**src/sv/rmq_sqrt.sv**
```systemverilog
// Pipelined integer square root, one root bit per stage.
`default_nettype none
module rmq_sqrt #(
   parameter int ROOT_W = 19,
   parameter int SIDE_W = 60
) (
   input  wire                 clock,
   input  wire                 reset,
   input  wire                 en,
   input  wire                 in_valid,
   input  wire  [2*ROOT_W-1:0] in_rad,
   input  wire  [SIDE_W-1:0]   in_side,
   output logic                out_valid,
   output logic [ROOT_W-1:0]   out_root,
   output logic [SIDE_W-1:0]   out_side
);

   localparam int RAD_W = 2 * ROOT_W;

   logic                vld_ff  [ROOT_W];
   logic [RAD_W-1:0]    rad_ff  [ROOT_W];
   logic [ROOT_W+1:0]   rem_ff  [ROOT_W];
   logic [ROOT_W-1:0]   root_ff [ROOT_W];
   logic [SIDE_W-1:0]   side_ff [ROOT_W];

   for (genvar s = 0; s < ROOT_W; s++) begin : g_stage
      logic              vld_src;
      logic [RAD_W-1:0]  rad_src;
      logic [ROOT_W+1:0] rem_src;
      logic [ROOT_W-1:0] root_src;
      logic [SIDE_W-1:0] side_src;
      logic [ROOT_W+1:0] rem_try, trial, rem_in;
      logic [ROOT_W-1:0] root_in;
      logic              ge;

      if (s == 0) begin : g_first
         assign vld_src  = in_valid;
         assign rad_src  = in_rad;
         assign rem_src  = '0;
         assign root_src = '0;
         assign side_src = in_side;
      end else begin : g_next
         assign vld_src  = vld_ff[s-1];
         assign rad_src  = rad_ff[s-1];
         assign rem_src  = rem_ff[s-1];
         assign root_src = root_ff[s-1];
         assign side_src = side_ff[s-1];
      end

      // Bring down two radicand bits and try the next root bit
      assign rem_try = {rem_src[ROOT_W-1:0], rad_src[RAD_W-1 -: 2]};
      assign trial   = {root_src, 2'b01};
      assign ge      = rem_try >= trial;
      assign rem_in  = ge ? (rem_try - trial) : rem_try;
      assign root_in = {root_src[ROOT_W-2:0], ge};

      always_ff @(posedge clock) begin
         if (reset) begin
            vld_ff[s] <= 1'b0;
         end else if (en) begin
            vld_ff[s] <= vld_src;
         end
      end

      always_ff @(posedge clock) begin
         if (en) begin
            rad_ff[s]  <= rad_src << 2;
            rem_ff[s]  <= rem_in;
            root_ff[s] <= root_in;
            side_ff[s] <= side_src;
         end
      end
   end

   assign out_valid = vld_ff[ROOT_W-1];
   assign out_root  = root_ff[ROOT_W-1];
   assign out_side  = side_ff[ROOT_W-1];

endmodule
`default_nettype wire

```
**config.mk**
```make
export PLATFORM = sky130hd
export DESIGN_NAME = rmq_sqrt
export DESIGN_NICKNAME = d
export VERILOG_FILES = /design/src/sv/rmq_sqrt.sv
export SDC_FILE = /design/constraint.sdc
export NUM_CORES = 2
export LEC_CHECK = 0
export BUFFER_PORTS_ARGS = -buffer_cell sky130_fd_sc_hd__buf_2
export CAP_MARGIN = 20
export CELL_PAD_IN_SITES_DETAIL_PLACEMENT = 0
export CELL_PAD_IN_SITES_GLOBAL_PLACEMENT = 1
export CORE_MARGIN = 1.5
export CORE_UTILIZATION = 35
export CTS_BUF_LIST = sky130_fd_sc_hd__clkbuf_2
export CTS_CLUSTER_SIZE = 12
export DETAILED_ROUTE_END_ITERATION = 8
export HOLD_SLACK_MARGIN = 0.05
export PLACE_DENSITY_LB_ADDON = 0.05
export SLEW_MARGIN = 40
export SYNTH_ARGS = -nofsm -noshare
export SYNTH_HDL_FRONTEND = slang
export SYNTH_SLANG_ARGS = --single-unit
```
**constraint.sdc**
```tcl
create_clock -name clock -period 3.1 [get_ports clock]
set_input_delay 0.155 -clock clock [delete_from_list [all_inputs] [get_ports clock]]
set_output_delay 0.155 -clock clock [all_outputs]
set_load 0.02 [all_outputs]
```
## After elaboration in Yosys (flattened, before gate mapping)

Memory sizes are Yosys's and may differ from the RTL's.
Cells that the tools add are included.

| word-level totals | value |
|---|---|
| register bits after elaboration | 0 |
| bits in writable memories | 2603 |
| input bits | 102 |
| output and inout port bits | 80 |
| word-level logic and storage cells | 106 |
| memories kept | 5 |

Memory list:

| name | depth | width | read ports | clocked after Yosys merged registers in | wr ports | line | text |
|---|---|---|---|---|---|---|---|
| side_ff | 19 | 60 | 19 | 0 | 19 | 24 | `logic [SIDE_W-1:0] side_ff [ROOT_W];` |
| rad_ff | 19 | 36 | 18 | 0 | 19 | 21 | `logic [RAD_W-1:0] rad_ff [ROOT_W];` |
| rem_ff | 19 | 21 | 18 | 0 | 19 | 22 | `logic [ROOT_W+1:0] rem_ff [ROOT_W];` |
| root_ff | 19 | 19 | 19 | 0 | 19 | 23 | `logic [ROOT_W-1:0] root_ff [ROOT_W];` |
| vld_ff | 19 | 1 | 19 | 0 | 19 | 20 | `logic vld_ff [ROOT_W];` |

| cells by class | value |
|---|---|
| add/subtract/negate cells | 19 |
| $lt $le $gt $ge | 19 |
| mux-type cells | 44 |
| bitwise operators | 19 |

Operators with widths:

| cell | count |
|---|---|
| two-way mux 21 bit | 19 |
| >= comparator 21 bit | 18 |
| subtractor 21 bit | 18 |
| two-way mux 1 bit | 25 |
| OR 1 bit | 19 |
| subtractor 2 x 1 -> 3 bit, second input constant | 1 |
| >= comparator 2 x 1 -> 1 bit, second input constant | 1 |

## Longest topological paths before layout

| logic depth | value |
|---|---|
| depth after elaboration | 4 |
| gate-level depth with buffers | 12 |
| depth with buffers taken out | 11 |

## Worst setup path after synthesis

OpenSTA, ideal clock, no wires.

| timing | value |
|---|---|
| path kind | register to register |
| start | memory rem_ff[12][2] (netlist bit) |
| end | memory rem_ff[13][4] (netlist bit) (data pin) |
| data arrival time | 2407 ps |
| path slack | 433 ps |
| stages on the path, launching flop included | 9 |
| path buffers | 1 |
| cells stage by stage | edfxtp_1 > ha_1 > or3_1 > o22ai_1 > a2bb2oi_1 > and3_1 > nor4b_2 > buf_2 > mux2_2 |

RTL lines:

| item | line |
|---|---|
| from (decl) | 22 |

==> run_results.csv <==
group,metric,value,unit
synthesis,synth_enable_flop_cells,2011,
clock_network,post_cts_buffers,0,
global_route,grt_max_degree,113,
outcome,status,"finished, final reports clean",
setup_path,cpLargestDelayFamily,"simple AND/OR/NAND/NOR gates",
cells_and_area,stdcell_count,8597,
sta,setup_ws,0.138,ns
die,die_h,464,um
die,start_util,35.3,%
synthesis,syn-num-nets,4494,
setup_path,arrival,4.26,ns
synthesis,synth_cell_types,75,
global_route,antenna_found_initial,8,
setup_path,cp_slowest_cell,"or3_4",
setup_path,path_max_fanout,7,
die,ioPinCount,182,
sta,period_needed,2.96,ns
setup_path,timing_worst_setup_path_type,"reg2reg",
job,maxCapViolCount,0,
setup_path,cp_num_cells,9,
synthesis,synth_area,74300,um2
route,drtAntennaViolNets,0,
cells_and_area,nets,5758,
global_route,grt_overflow,0,
route,drt_iter0_markers,2021,
clock_network,htreeDepth,6,
placed_design,port_buffers,181,
sta,hold_viol,0,
cells_and_area,fin_util,42.4,%
worst_hold_path,holdCritPathClass,"reg2reg",
placed_design,place_hpwl,75.2,mm
clock_network,cts_tree,"done",
setup_path,rrSetupSlack,0.14,ns
placed_design,place_ws,-0.110,ns
route,vias_per_cell,4.41,
clock_network,cts.sinks,2011,
route,drt_first_pass_iters,5,
global_route,grt_pass1_vias,39808,
clock_network,clockBufferDepth,4,
setup_path,cp_common_cell,"inv_1",
power,p_per_area,658,nW/um2
sta,max_slew.worst_pin.slew,1.04,ns
synthesis,syn_avg_cell_area,17.8,um2
clock_network,cts_buffers,563,
cells_and_area,drive_above_1_share,21.9,%
placed_design,place_area,80200,um2
sta,setup_violations,0,
synthesis,synthArstFlopShare,0,%
placed_design,gp_congestion,0.814,
route,wirelength,125,mm
clock_network,path_clk_slew,0.08,ns
sta,finClkSkew,0.177,ns
die,die_w,464,um
die,die_area,215000,um2
synthesis,ys_seq_area_share,81.3,%
setup_path,worstPathCellList,"inv_1 > ha_1 > nand4_1 > or3_4 > o21ai_2 > a21oi_1 > and3b_1 > inv_1 > mux2_2",
cells_and_area,area_delta_synth_final,20.0,%
global_route,grt.total_usage,11.5,%
synthesis,ys_ff_latch,2011,
sta,finalMaxSlewViolations,0,
worst_hold_path,min_path_cells,0,
power,leakage,33.7,nW
route,num_vias,37886,
route,avgRoutedWirePerCell,14.6,um
synthesis,synth_cells,4182,
sta,fin_crit_sh,95.6,%
placed_design,dp_cells,7283,
setup_path,cp.required,4.40,ns
setup_path,start_kind,"flop",
synthesis,synth_warnings,0,
clock_network,cts-root-buf,"clkbuf_2",
die,core,210000,um2
setup_path,r2r_cells,9,
setup_path,endpoint_kind,"flop",
sta,fmax,0.338,GHz
sta,rsz0062_at_grt,"true",
setup_path,worst-path-buf-inv,2,
synthesis,ys.flop_type,"edfxtp_1",
global_route,grt_pass1_wl,201,mm
clock_network,clock_latency,1.68,ns
sta,relSlewSlack,30.9,%
cells_and_area,finalInstanceArea,89200,um2
route,drc,0,
setup_path,max_stage_delay,0.51,ns
power,irDropWorstVdd,329,uV
die,core.rowCount,168,
-- worst reg2reg max path, stage by stage (launching register included) --
cell	delay, ns
edfxtp_1	0.38
inv_1	0.06
ha_1	0.40
nand4_1	0.29
or3_4	0.51
o21ai_2	0.24
a21oi_1	0.10
and3b_1	0.27
inv_1	0.13
mux2_2	0.34
-- stage by stage --
step | hold slack [ns] | total power, mW | setup TNS [ns]
after floorplan | 0.254 | 37.8 | 0
after global placement | 0.331 | 40.3 | -0.964
after detailed placement | 0.333 | 40.4 | -0.985
after CTS | 0.0616 | 60.1 | 0
after global routing | 0.137 | 62.4 | -0.0102
final | 0.325 | 58.7 | 0
-- flip-flops by register name, indices dropped and copies added (netlist names) --
register,count
vld_ff,19
rad_ff,342
root_ff,190
rem_ff,320
side_ff,1140
-- logic make-up (layout without fill, tap and decap cells) --
family / Yosys count / count (layout) / synth area share, %
DFF: 2011 / 2011 / 81.3
muxes: 29 / 29 / 0.428
buffers and inverters: 311 / 1912 / 1.61
xor gates and xnor gates: 230 / 230 / 2.71
AOI/OAI and AO/OA: 629 / 629 / 5.28
adders and majority gates: 210 / 210 / 3.54
and+or+nand+nor: 761 / 761 / 5.14
other: 1 / 10 / 0.00505
-- layout make-up --
class | count | area, um2
Multi-Input combinational cell | 1860 | 12800
Timing Repair Buffer | 744 | 6570
Inverter | 266 | 998
Sequential cell | 2011 | 60400
Clock buffer | 804 | 4020
Fill cell | 19286 | 121000
Clock inverter | 98 | 862
Tap cell | 2805 | 3510
Antenna cell | 9 | 22.5
-- cells in the final DEF, fill, tap and decap left out, types with 116 or more instances in the layout --
| master | instances |
|---|---|
| inv_1 | 266 |
| o21ai_0 | 191 |
| buf_2 | 180 |
| dlygate4sd3_1 | 402 |
| buf_4 | 128 |
| ha_1 | 210 |
| xor2_1 | 116 |
| nand2_1 | 194 |
| edfxtp_1 | 2011 |
| nor2_1 | 181 |
| a21oi_1 | 168 |
| clkbuf_2 | 804 |
-- path summary, 6_finish.rpt --
path,startpoint,end
min reg2reg,side_ff[0][5],side_ff[1][5]
max reg2reg,root_ff[15][15],rem_ff[16][16]
max,root_ff[15][15],rem_ff[16][16]
min,side_ff[0][5],side_ff[1][5]
-- per-layer routing --
| metal | share of wire, % | track usage (%) |
|---|---|---|
| met2 | 47 | 18.4 |
| met5 | 0.037 | 0 |
| met3 | 5.3 | 3.50 |
| met1 | 43 | 13.8 |
| met4 | 4.2 | 6.57 |
-- cell usage after synthesis (26+ instances only) --
| cell type | instances | share of area (%) |
|---|---|---|
| nor4_1 | 34 | 0.29 |
| nand3_1 | 49 | 0.33 |
| and2_1 | 34 | 0.29 |
| nand4_1 | 28 | 0.24 |
| ha_1 | 210 | 3.5 |
| nor2_1 | 181 | 0.91 |
| a21oi_1 | 168 | 1.1 |
| clkbuf_1 | 29 | 0.15 |
| nand2_1 | 194 | 0.98 |
| or3_1 | 26 | 0.22 |
| inv_1 | 266 | 1.3 |
| nor2b_1 | 30 | 0.25 |
| nor3_1 | 57 | 0.38 |
| nand2b_1 | 34 | 0.29 |
| a21o_1 | 55 | 0.56 |
| o21a_1 | 45 | 0.45 |
| o21ai_0 | 193 | 1.3 |
| xnor2_1 | 114 | 1.3 |
| xor2_1 | 116 | 1.4 |
| edfxtp_1 | 2011 | 81 |
-- power by group --
part           internal, mW  switching [mW]
registers              32.6           0.952
logic                  2.91            3.59
clock network          8.19            10.4
total                  43.7            15.0
-- what timing repair did --
item,4_1_cts,5_1_grt
endpoints found under the hold margin,2129,0
hold buffers,403,0
pin swaps,0,1
gates resized for setup,3,5
setup endpoints to repair,12,20
Note: power is estimated with default switching activity, not from simulation.
