## src/sv/rmq_pkg.sv

```systemverilog
// Shared types and constants for the rotation matrix to quaternion core.
`default_nettype none
package rmq_pkg;

   // Field widths fixed by the interface
   localparam int FIELD_W = 18;
   localparam int DIFF_W  = 19;
   localparam int QUOT_W  = 17;

   localparam logic signed [FIELD_W-1:0] SAT_MAX = 18'sd131071;
   localparam logic signed [FIELD_W-1:0] SAT_MIN = -18'sd131072;

   // Path codes
   localparam logic [1:0] BR_TRACE = 2'd0;
   localparam logic [1:0] BR_X     = 2'd1;
   localparam logic [1:0] BR_Y     = 2'd2;
   localparam logic [1:0] BR_Z     = 2'd3;

   // Path and validity carried alongside the arithmetic
   typedef struct packed {
      logic [1:0] branch;
      logic       inv;
   } tag_type;

   // Off-diagonal terms of one transaction, slot order w/j/k or x/y/z
   typedef struct packed {
      logic signed [DIFF_W-1:0] d0;
      logic signed [DIFF_W-1:0] d1;
      logic signed [DIFF_W-1:0] d2;
      tag_type                  tag;
   } front_type;

   // One divider lane result
   typedef struct packed {
      logic              ovf;
      logic              neg;
      logic [QUOT_W-1:0] q;
   } lane_type;

endpackage
`default_nettype wire

```

## src/sv/rmq_front.sv

```systemverilog
// Front stage: trace, path choice, root argument and off-diagonal terms.
`default_nettype none
module rmq_front #(
   parameter int FRAC_BITS = 16,
   parameter int ARG_W     = 21,
   parameter int RAD_W     = 38
) (
   input  wire                                  clock,
   input  wire                                  reset,
   input  wire                                  en,
   input  wire                                  in_valid,
   input  wire  signed [rmq_pkg::FIELD_W-1:0]   m00,
   input  wire  signed [rmq_pkg::FIELD_W-1:0]   m01,
   input  wire  signed [rmq_pkg::FIELD_W-1:0]   m02,
   input  wire  signed [rmq_pkg::FIELD_W-1:0]   m10,
   input  wire  signed [rmq_pkg::FIELD_W-1:0]   m11,
   input  wire  signed [rmq_pkg::FIELD_W-1:0]   m12,
   input  wire  signed [rmq_pkg::FIELD_W-1:0]   m20,
   input  wire  signed [rmq_pkg::FIELD_W-1:0]   m21,
   input  wire  signed [rmq_pkg::FIELD_W-1:0]   m22,
   output logic                                 out_valid,
   output logic [RAD_W-1:0]                     out_rad,
   output rmq_pkg::front_type                   out_front
);

   localparam int SAW = ARG_W + 1;
   localparam logic signed [SAW-1:0] ONE = {{(SAW-1){1'b0}}, 1'b1} << FRAC_BITS;

   logic signed [SAW-1:0] a00, a11, a22, trace, arg;
   logic                  pick1, pick2;
   logic signed [rmq_pkg::FIELD_W-1:0] mii;
   logic                  valid_ff;
   logic [RAD_W-1:0]      rad_ff, rad_in;
   rmq_pkg::front_type    front_ff, front_in;

   assign a00 = SAW'(m00);
   assign a11 = SAW'(m11);
   assign a22 = SAW'(m22);
   assign trace = a00 + a11 + a22;

   // Pick the largest diagonal entry, ties keep the lower index
   assign pick1 = m11 > m00;
   assign mii   = pick1 ? m11 : m00;
   assign pick2 = m22 > mii;

   always_comb begin
      front_in = '0;
      if (!trace[SAW-1] && (trace != '0)) begin
         front_in.tag.branch = rmq_pkg::BR_TRACE;
         arg         = trace + ONE;
         front_in.d0 = rmq_pkg::DIFF_W'(m12) - rmq_pkg::DIFF_W'(m21);
         front_in.d1 = rmq_pkg::DIFF_W'(m20) - rmq_pkg::DIFF_W'(m02);
         front_in.d2 = rmq_pkg::DIFF_W'(m01) - rmq_pkg::DIFF_W'(m10);
      end else if (pick2) begin
         front_in.tag.branch = rmq_pkg::BR_Z;
         arg         = a22 - a00 - a11 + ONE;
         front_in.d0 = rmq_pkg::DIFF_W'(m01) - rmq_pkg::DIFF_W'(m10);
         front_in.d1 = rmq_pkg::DIFF_W'(m02) + rmq_pkg::DIFF_W'(m20);
         front_in.d2 = rmq_pkg::DIFF_W'(m12) + rmq_pkg::DIFF_W'(m21);
      end else if (pick1) begin
         front_in.tag.branch = rmq_pkg::BR_Y;
         arg         = a11 - a22 - a00 + ONE;
         front_in.d0 = rmq_pkg::DIFF_W'(m20) - rmq_pkg::DIFF_W'(m02);
         front_in.d1 = rmq_pkg::DIFF_W'(m21) + rmq_pkg::DIFF_W'(m12);
         front_in.d2 = rmq_pkg::DIFF_W'(m01) + rmq_pkg::DIFF_W'(m10);
      end else begin
         front_in.tag.branch = rmq_pkg::BR_X;
         arg         = a00 - a11 - a22 + ONE;
         front_in.d0 = rmq_pkg::DIFF_W'(m12) - rmq_pkg::DIFF_W'(m21);
         front_in.d1 = rmq_pkg::DIFF_W'(m10) + rmq_pkg::DIFF_W'(m01);
         front_in.d2 = rmq_pkg::DIFF_W'(m20) + rmq_pkg::DIFF_W'(m02);
      end
      front_in.tag.inv = arg[SAW-1] || (arg == '0);
   end

   assign rad_in = RAD_W'(arg[ARG_W-1:0]) << FRAC_BITS;

   // Register the front results
   always_ff @(posedge clock) begin
      if (reset) begin
         valid_ff <= 1'b0;
      end else if (en) begin
         valid_ff <= in_valid;
      end
   end

   always_ff @(posedge clock) begin
      if (en) begin
         rad_ff   <= rad_in;
         front_ff <= front_in;
      end
   end

   assign out_valid = valid_ff;
   assign out_rad   = rad_ff;
   assign out_front = front_ff;

endmodule
`default_nettype wire

```

## config.mk

```make
export PLATFORM = sky130hd
export DESIGN_NAME = rmq_front
export DESIGN_NICKNAME = d
export VERILOG_FILES = /design/src/sv/rmq_pkg.sv /design/src/sv/rmq_front.sv
export SDC_FILE = /design/constraint.sdc
export NUM_CORES = 1
export LEC_CHECK = 0
export BUFFER_PORTS_ARGS = -buffer_cell sky130_fd_sc_hd__buf_2
export CORE_ASPECT_RATIO = 1.4
export CORE_MARGIN = 2
export CORE_UTILIZATION = 35
export CTS_BUF_LIST = sky130_fd_sc_hd__clkbuf_4 sky130_fd_sc_hd__clkbuf_8 sky130_fd_sc_hd__clkbuf_16
export DETAILED_ROUTE_END_ITERATION = 10
export SYNTH_ARGS = -nofsm -noshare
export SYNTH_HDL_FRONTEND = slang
export SYNTH_SLANG_ARGS = --single-unit
export TNS_END_PERCENT = 5
```

## constraint.sdc

```tcl
create_clock -name clock -period 7.8 [get_ports clock]
set_input_delay 0.78 -clock clock [delete_from_list [all_inputs] [get_ports clock]]
set_output_delay 0.78 -clock clock [all_outputs]
set_load 0.03 [all_outputs]
```

Word-level counts from Yosys, hierarchy flattened --
Cells that the tools add are included.
Word-level totals: bits in registers 82, output and inout bits 99
Operators by class: add/sub/neg operators 18, order comparisons 2, mux-type cells 7, reduce and logical (&&, ||, !) cells 5
Operators by type and width (number):
- 59-bit two-way mux | 3
- 18-bit by 18-bit subtractor with 19-bit output | 6
- 20-bit by 18-bit adder with 21-bit output (second input constant) | 4
- 18-bit by 18-bit adder with 19-bit output | 4
- 22-bit two-way mux | 3
- 19-bit by 18-bit subtractor with 20-bit output | 3
- 18-bit greater-than comparator | 2
- 22-bit logical NOT | 1
- 22-bit nonzero test | 1
- 19-bit by 18-bit adder with 20-bit output | 1
- 18-bit two-way mux | 1
- 1-bit logical AND | 1
- 1-bit logical NOT | 1
- 1-bit logical OR | 1

Longest topological paths before layout --
Gate-level depths: netlist of run 1.
word-level depth 8, mapped depth 28, gate-level depth less buffers 26

Least setup slack after synthesis of run 1 --
No wires, ideal clock.
path kind input-to-reg, start point input port m00[17] (netlist bit), end point register front_ff (netlist bit out_front[11]) (data pin), library setup time 0.270 ns, arrival time 6.341 ns, setup slack 1.189 ns, cell stages on the path 27, buffers on the path 9, cell sequence inv_1 > ha_1 > or4b_4 > nor4b_4 > o311ai_1 > nand4b_2 > mux2i_4 > buf_6 > buf_4 > buf_4 > buf_2 > buf_2 > nor2_1 > a21oi_1 > ha_1 > a211oi_1 > nor2_1 > a2111oi_0 > o211ai_1 > nand2_1 > clkbuf_1 > clkbuf_1 > clkbuf_1 > clkbuf_1 > nor2_1 > a21oi_1 > a21oi_1
RTL lines:
- from (decl) | RTL line rmq_front.sv:12 | input wire signed [rmq_pkg::FIELD_W-1:0] m00,
- to (signal assigned) | RTL line rmq_front.sv:90 | front_ff <= front_in;
- to (decl) | RTL line rmq_front.sv:34 | rmq_pkg::front_type front_ff, front_in;

==> summary.md, run 1 <==
| Metric | Value |
|---|---|
| Status | finished, final reports clean |
| ANT cells | 0 |
| F_max | 154 MHz |
| Core box area | 46200 sq um |
| Hold Path Cell Cnt | 2 |
| Data required time of the critical path | 8.07 ns |
| Pre-CTS WS | 0.913 ns |
| Initial antenna violation count | 4 |
| Hold buffers post-CTS | 0 |
| Average size of a mapped cell | between 8 and 9 sq um |
| Most frequent cells in the layout | ha_1, buf_2, inv_1 |
| Mapped Area | 16400 sq um |
| H-tree depth | 3 |
| Area share of the largest cell type after synthesis | 21.9% |
| Area leader, netlist | ha_1 |
| Crit path DAT | slightly below 7 ns |
| Detailed Route Iter0 Violations | 710 |
| Synth warnings | 0 |
| Worst-case clock buffer depth | 2 |
| Postcts setup bufs | 0 |
| Total negative slack | 0 ns |
| GPL Wtd Cong | 0.918 |
| WS Path Type | in2reg |
| Cells on worst reg2reg path | 2 |
| Grt total ovfl | 0 |
| First-pass GRT wire length | 86500 um |
| Critical path's slowest cell | or4b_4 |
| Initial core utilization | 35.6% |
| Num CTS Buffers | 9 |
| RSZ-0062 raised after global routing | false |
| Worst hold endpoint | out_valid |
| EDFF count, synth | 81 |
| Sink Count | 82 |
| Max-cap violations | 0 |
| Number of global-route vias before repair | approximately 16000 |
| Layout cells sized above 1 | 15.0% |
| Actual slew at the worst max-slew pin | 0.942 ns |
| Register area share after synthesis | 14.9% |
| Cell count after synthesis | roughly 1900 |
| # nets final | 2676 |
| Count of cell types in the netlist | 90 |
| Final Worst Setup Slack | 1.30 ns |
| Reg-to-reg setup timing slack | a little over 7 ns |
| HP Class | reg2reg |
| IO Port Bufs | between 200 and 250 |
| Worst vdd ir | 0.000145 V |
| GRT Overall Usage | 23.2% |
| IO Count | 265 |
| Post-DP HPWL | 48600 um |
| Hold Vio Cnt, Final | 0 |
| Worst-path cell chain | buf_2 -> inv_1 -> ha_1 -> or4b_4 -> nor4b_4 -> a311oi_1 -> nand4b_2 -> mux2i_4 -> buf_4 -> mux2i_1 -> ha_1 -> and4_1 -> nand4_1 -> nor3_1 -> a32oi_1 -> and2_1 -> buf_4 -> a211oi_1 -> a221oi_2 -> o221ai_2 -> nor4_2 -> nand4_1 -> nand2b_1 |
| CTS Root Buffer Type | clkbuf_16 |
| # setup viols final | 0 |
| Synth async-reset ratio | 0% |
| Critical Path Max Stage Delay | 0.58 ns |
| Chip width | 187 um |
| Critical Path Start Type | primary input |
| Routed WL | approximately 57000 um |
| Final ANT Viol Nets | 0 |
| Die height | 260 um |
| DR WL/cell | 20.5 um |
| Reg clk slew, reported paths | 0.09 ns |
| Rows | 93 |
| Post-CTS Resized | 0 |
| Clk_lat worst skew | 0.38 ns |
| Worst rel slew slack | 36.4% |
| Pleak | 8.69 nW |
| Min Tclk post-route | 6.50 ns |
| Commonest non-fill, non-tap cell in the layout | ha_1 |
| Largest net degree at the start of global routing | 63 |
| Synth top area cells | ha_1, edfxtp_1, fa_1 |
| Critical Path Sink Type | flop |
| Drt pass-1 iters | 5 |
| Fin. max-slew vios | 0 |
| Via count | roughly 15000 |
| Commonest register cell after synthesis | edfxtp_1 |
| FF+latch count, synth | between 80 and 90 |
| Die area | 48700 sq um |
| Period utilization | 83.3% |
| Clk_skew | 0 ns |
| Area grow syn2layout | 12.6% |
| TritonCTS clock tree | built |
| Post-route DRC violation count | 0 |
| Power per Cell Area | about 210 nW/um^2 |
| Worst R2R End | out_valid |
| Worst hold start | out_valid |
| R2R Path Start | out_valid |
| CP Max Fanout | 23 |
| Drt via density | 5.41 |
==> routing by layer <==
metal,global-route usage (%),wire (um),up-vias
li1,-,-,7242
met1,24.3,21100,7165
met2,45.7,30400,426
met3,2.39,2210,121
met4,11.2,2980,0
met5,0,0,-
==> registers in the layout (all words and copies together) (netlist names) <==
signal     cells
out_front     60
out_valid      1
out_rad       21
==> layout make-up <==
type                       instances  area (sq um)
fill                            4720         27700
multi-input combinational       1583         12900
sequential                        82          2450
timing repair buffer             265          1390
tap                              617           772
inverter                         199           747
clock buffer                       9           225
clock inverter                     7          57.6
==> logic make-up after synthesis <==
kind of cell	synth area share, %
simple gates	13.5
other cells	0.0228
fa+ha+maj	31.9
mux	2.47
buf+inv	7.22
flops	14.9
xor+xnor	7.30
compound gates	22.6
==> cells in the mapped netlist, types with 7 or more instances <==
master	instances
ha_1	288
inv_1	199
nor2_1	181
a21oi_1	168
o21ai_0	112
xnor2_1	93
fa_1	82
edfxtp_1	81
nand2_1	81
xor2_1	44
clkbuf_1	41
nor3_1	40
a21o_1	36
mux2i_1	35
a211oi_1	31
nand2b_1	26
nor2b_1	23
o21a_1	23
buf_2	21
buf_4	21
o22ai_1	21
o21bai_1	20
nand3_1	16
a31oi_1	14
or3_1	14
o211ai_1	13
and3_1	12
o31ai_1	12
a22oi_1	11
nand4_1	11
a2111oi_0	8
a221oi_1	8
a31o_2	8
o31a_1	8
a211o_1	7
nor3b_1	7
or2_2	7
==> metrics by stage <==
stage / total power [W] / hold slack, ns / instance area [sq um] / utilization [%] / std cells
6_report: 0.00396 / 0.505 / 18500 / 40.1 / 2762
3_5_place_dp: 0.00351 / 0.491 / 18200 / 39.4 / 2746
3_3_place_gp: 0.00349 / 0.471 / 18200 / 39.4 / 2746
5_1_grt: 0.00425 / 0.552 / 18500 / 40.1 / 2762
4_1_cts: 0.00397 / 0.507 / 18500 / 40.1 / 2762
2_1_floorplan: 0.00264 / 0.630 / 16500 / - / 1949
==> how the worst max path moves through the flow <==
stage | start | to | slack, ns | cells after the start
5_1_grt | m00[17] | out_front[0] | 0.91 | 23
4_1_cts | m00[17] | out_front[0] | 1.31 | 23
3_3_place_gp | m00[17] | out_front[0] | 1.03 | 24
3_5_place_dp | m00[17] | out_front[0] | 0.91 | 23
6_report | m00[17] | out_front[0] | 1.30 | 23
2_1_floorplan | m00[17] | out_front[11] | 1.19 | 27
==> power by group <==
| part | leakage [nW] | internal (W) | switching [W] |
|---|---|---|---|
| combinational | 7.75 | 0.000989 | 0.00180 |
| sequential | 0.800 | 0.000670 | 0.0000612 |
| clock | 0.136 | 0.000221 | 0.000222 |
==> worst max-delay path, delay by kind of cell <==
family                     cells  cell delay [ns]
buffers and inverters          4             1.00
and+or+nand+nor               10             2.66
AOI/OAI and AO/OA              5             0.97
muxes                          2             0.62
adders and majority gates      2             0.72
Power figures use the tool's default switching activity.
==> inputs of run 2 (changes only) <==
--- a/config.mk
+++ b/config.mk
@@ -5,6 +5,7 @@
 export SDC_FILE = /design/constraint.sdc
 export NUM_CORES = 1
 export LEC_CHECK = 0
+export ABC_AREA = 1
 export BUFFER_PORTS_ARGS = -buffer_cell sky130_fd_sc_hd__buf_2
 export CORE_ASPECT_RATIO = 1.4
 export CORE_MARGIN = 2
==> constraint.sdc (replaced) <==
create_clock -name clock -period 6.8 [get_ports clock]
set_input_delay 0.68 -clock clock [delete_from_list [all_inputs] [get_ports clock]]
set_output_delay 0.68 -clock clock [all_outputs]
set_load 0.03 [all_outputs]
==> summary.md, run 2 <==
| Metric | Value |
|---|---|
| Synth top area cells | ha_1, edfxtp_1, nand2_1 (was ha_1, edfxtp_1, fa_1) |
| Area grow syn2layout | 12.0% (was 12.6%) |
| Grt total ovfl | 0 (unchanged) |
| Synth Area in Compound Gates | 14.0% (was 22.6%) |
| Cells on worst reg2reg path | 2 (unchanged) |
| Largest family of logic cells by synthesized area | adder cells (unchanged) |
| Top cells by count, synth | nand2_1, inv_1, ha_1, nor2_1, a21oi_1 (was ha_1, inv_1, nor2_1, a21oi_1, o21ai_0) |
| Worst Setup EP | out_front[0] (unchanged) |
| Max-cap violations | 0 (unchanged) |
| Commonest register cell after synthesis | edfxtp_1 (unchanged) |
| IO Port Bufs | 247 (unchanged) |
| Chip width | 193 um (was 187 um) |
| Clk_lat worst skew | 0.36 ns (was 0.38 ns) |
| Adder-cell share of the synthesized area | 29.9% (was 31.9%) |
| GPL Wtd Cong | 0.975 (was 0.918) |
| Number of global-route vias before repair | 17816 (was 15537) |
| Dpl cell area | 19300 sq um (was 18200 sq um) |
| Largest net degree at the start of global routing | 69 (was 63) |
| CP Max Fanout | 46 (was 23) |
| Worst R2R End | out_valid (unchanged) |
| Most numerous cell in the Yosys netlist | nand2_1 (was ha_1) |
| Average size of a mapped cell | 6.97 sq um (was 8.50 sq um) |
| Die area | 51900 sq um (was 48700 sq um) |
| Post-CTS Resized | 0 (unchanged) |
| Dpl cells | 3351 (was 2746) |
| Area share of the largest cell type after synthesis | 20.6% (was 21.9%) |
| Synth warnings | 0 (unchanged) |
| FF+latch count, synth | 82 (unchanged) |
| Mux share of post-synthesis cell area | 0.171% (was 2.47%) |
| First-pass GRT wire length | 101000 um (was 86500 um) |
| Critical Path Start | m00[17] (unchanged) |
| Detailed Route Iter0 Violations | 1178 (was 710) |
| Worst-case clock buffer depth | 2 (unchanged) |
| Most used cell, CP | nand2_1 |
| # nets final | 3255 (was 2676) |
| Most frequent cells in the layout | nand2_1, inv_1, ha_1 (was ha_1, buf_2, inv_1) |
| Critical path's slowest cell | buf_4 (was or4b_4) |
| Initial core utilization | 35.2% (was 35.6%) |
| Crit path DAT | 5.98 ns (was 6.77 ns) |
| Post-DP HPWL | 59300 um (was 48600 um) |
| Pleak | 10.4 nW (was 8.69 nW) |
| Area leader, netlist | ha_1 (unchanged) |
| R2R Path Start | out_valid (unchanged) |
| Layout cells sized above 1 | 11.1% (was 15.0%) |
| Synth async-reset ratio | 0% (unchanged) |
| Min Tclk post-route | about 5.7 ns |
| Simple-Gate Fraction of Synth Area | 25.4% (was 13.5%) |
| Post-route cell area | 19600 sq um (was 18500 sq um) |
| F_max | about 170 MHz |
| Period utilization | 84.5% |
| DR WL/cell | 20.3 um (was 20.5 um) |
| Postcts setup bufs | 0 (unchanged) |
| Total negative slack | 0 ns (unchanged) |
| Core box area | 49800 sq um (was 46200 sq um) |
| Sink Count | 82 (unchanged) |
| Max FFs per register | 60 (unchanged) |
| Status | finished, final reports clean (unchanged) |
| H-tree depth | 3 (unchanged) |
| Rows | 97 (was 93) |
| Cell count after synthesis | 2513 (was 1933) |
| Drt via density | 5.23 (was 5.41) |
| IO Count | 265 (unchanged) |
| CTS Root Buffer Type | clkbuf_16 (unchanged) |
| Critical Path Sink Type | flop (unchanged) |
| Mapped Area | 17500 sq um (was 16400 sq um) |
| Power per Cell Area | 262 nW/um^2 (was 214 nW/um^2) |
| Hold Vio Cnt, Final | 0 (unchanged) |
| Fin. max-slew vios | 0 (unchanged) |
| Hold buffers post-CTS | 0 (unchanged) |
| Reg clk slew, reported paths | 0.07 ns (was 0.09 ns) |
| Count of cell types in the netlist | 57 (was 90) |
| Routed WL | 68400 um (was 56700 um) |
| Actual slew at the worst max-slew pin | 1.07 ns (was 0.942 ns) |
| Register area share after synthesis | 14.0% (was 14.9%) |
| Critical Path Start Type | primary input (unchanged) |
| EDFF count, synth | 81 (unchanged) |
| HP Class | in2reg (was reg2reg) |
| ANT cells | 0 (unchanged) |
| RSZ-0062 raised after global routing | false (unchanged) |
| WS Path Type | in2reg (unchanged) |
| Initial antenna violation count | 1 (was 4) |
| Finished Layout Cells | 3366 (was 2762) |
| Reg-to-reg setup timing slack | 6.21 ns (was 7.21 ns) |
| Data required time of the critical path | 7.03 ns (was 8.07 ns) |
| Die height | 269 um (was 260 um) |
| Critical Path Max Stage Delay | 0.50 ns (was 0.58 ns) |
| Via count | 17598 (was 14954) |
| Worst rel slew slack | 28.5% (was 36.4%) |
| TritonCTS clock tree | built (unchanged) |
| # setup viols final | 0 (unchanged) |
| Clk_skew | 0 ns (unchanged) |
| Drt pass-1 iters | 6 (was 5) |
| Num CTS Buffers | 9 (unchanged) |
| Commonest non-fill, non-tap cell in the layout | nand2_1 (was ha_1) |
| GRT Overall Usage | 26.0% (was 23.2%) |
| XOR/XNOR share of the synthesized area | 6.30% (was 7.30%) |
| Post-route DRC violation count | 0 (unchanged) |
| Final ANT Viol Nets | 0 (unchanged) |
| Worst vdd ir | 0.000144 V (was 0.000145 V) |
[run 2: cell types whose count changed in the layout (fill, tap and decap cells not counted), sizes merged, moves of 26 or more]
cell    before  now
xnor2       93    9
inv        203  370
xor2        44  117
nand2b      26    0
nand3       17  160
a211oi      33    2
mux2i       36    3
nand2       82  622
[run 2: power by group]
part           switching, W  leakage [nW]  internal (W)
Combinational       0.00252          9.46       0.00111
Clock              0.000237         0.152      0.000322
Sequential         0.000135         0.798      0.000829
Total               0.00289          10.4       0.00226
[run 2: worst min path at each step]
| stage | endpoint | slack, ns | start | depth (start not counted) |
|---|---|---|---|---|
| after floorplan | out_valid | 0.63 | out_valid | 2 |
| after global placement | out_valid | 0.47 | out_valid | 2 |
| after detailed placement | out_valid | 0.48 | out_valid | 2 |
| after CTS | out_valid | 0.45 | reset | 2 |
| after global routing | out_valid | 0.47 | reset | 2 |
| final | out_valid | 0.47 | reset | 2 |
[run 2: area by class of cell]
type,count,area (sq um)
fillers,5396,30100
repair buffers,260,1340
clock inverters,6,90.1
clock buffers,9,225
multi-input cells,1997,13300
flip-flops and latches,82,2450
well taps,643,805
inverters,369,1390
[run 2: kinds of logic after synthesis]
group	count (synthesis)
buffers and inverters	450
AOI/OAI and AO/OA	420
DFF	82
and+or+nand+nor	1061
other	1
adders and majority gates	370
muxes	3
xor gates and xnor gates	126
[run 2: routing by layer]
metal  GRT usage (%)  routed length (um)  up-vias
met1            27.3               25000     8269
met5               0                  11        -
met4            16.0                4780        2
li1                -                   -     8592
met2            49.7               36000      566
met3            1.94                2620      169
[run 2: through the flow]
stage	setup WS, ns	power [W]	util [%]	hold WS, ns
final	1.06	0.00515	39.5	0.466
after global routing	0.493	0.00554	39.5	0.469
after CTS	0.979	0.00515	39.5	0.453
after detailed placement	0.609	0.00456	38.8	0.480
after global placement	0.573	0.00457	38.8	0.469
after floorplan	2.12	0.00333	-	0.630
[run 2: worst max-delay path, delay by kind of cell]
kind	cells	cell delay, ns
AND/OR/NAND/NOR	23	3.02
buffers and inverters	5	1.25
adder cells (fa/ha/maj)	2	0.75
AO/OA/AOI/OAI	2	0.22
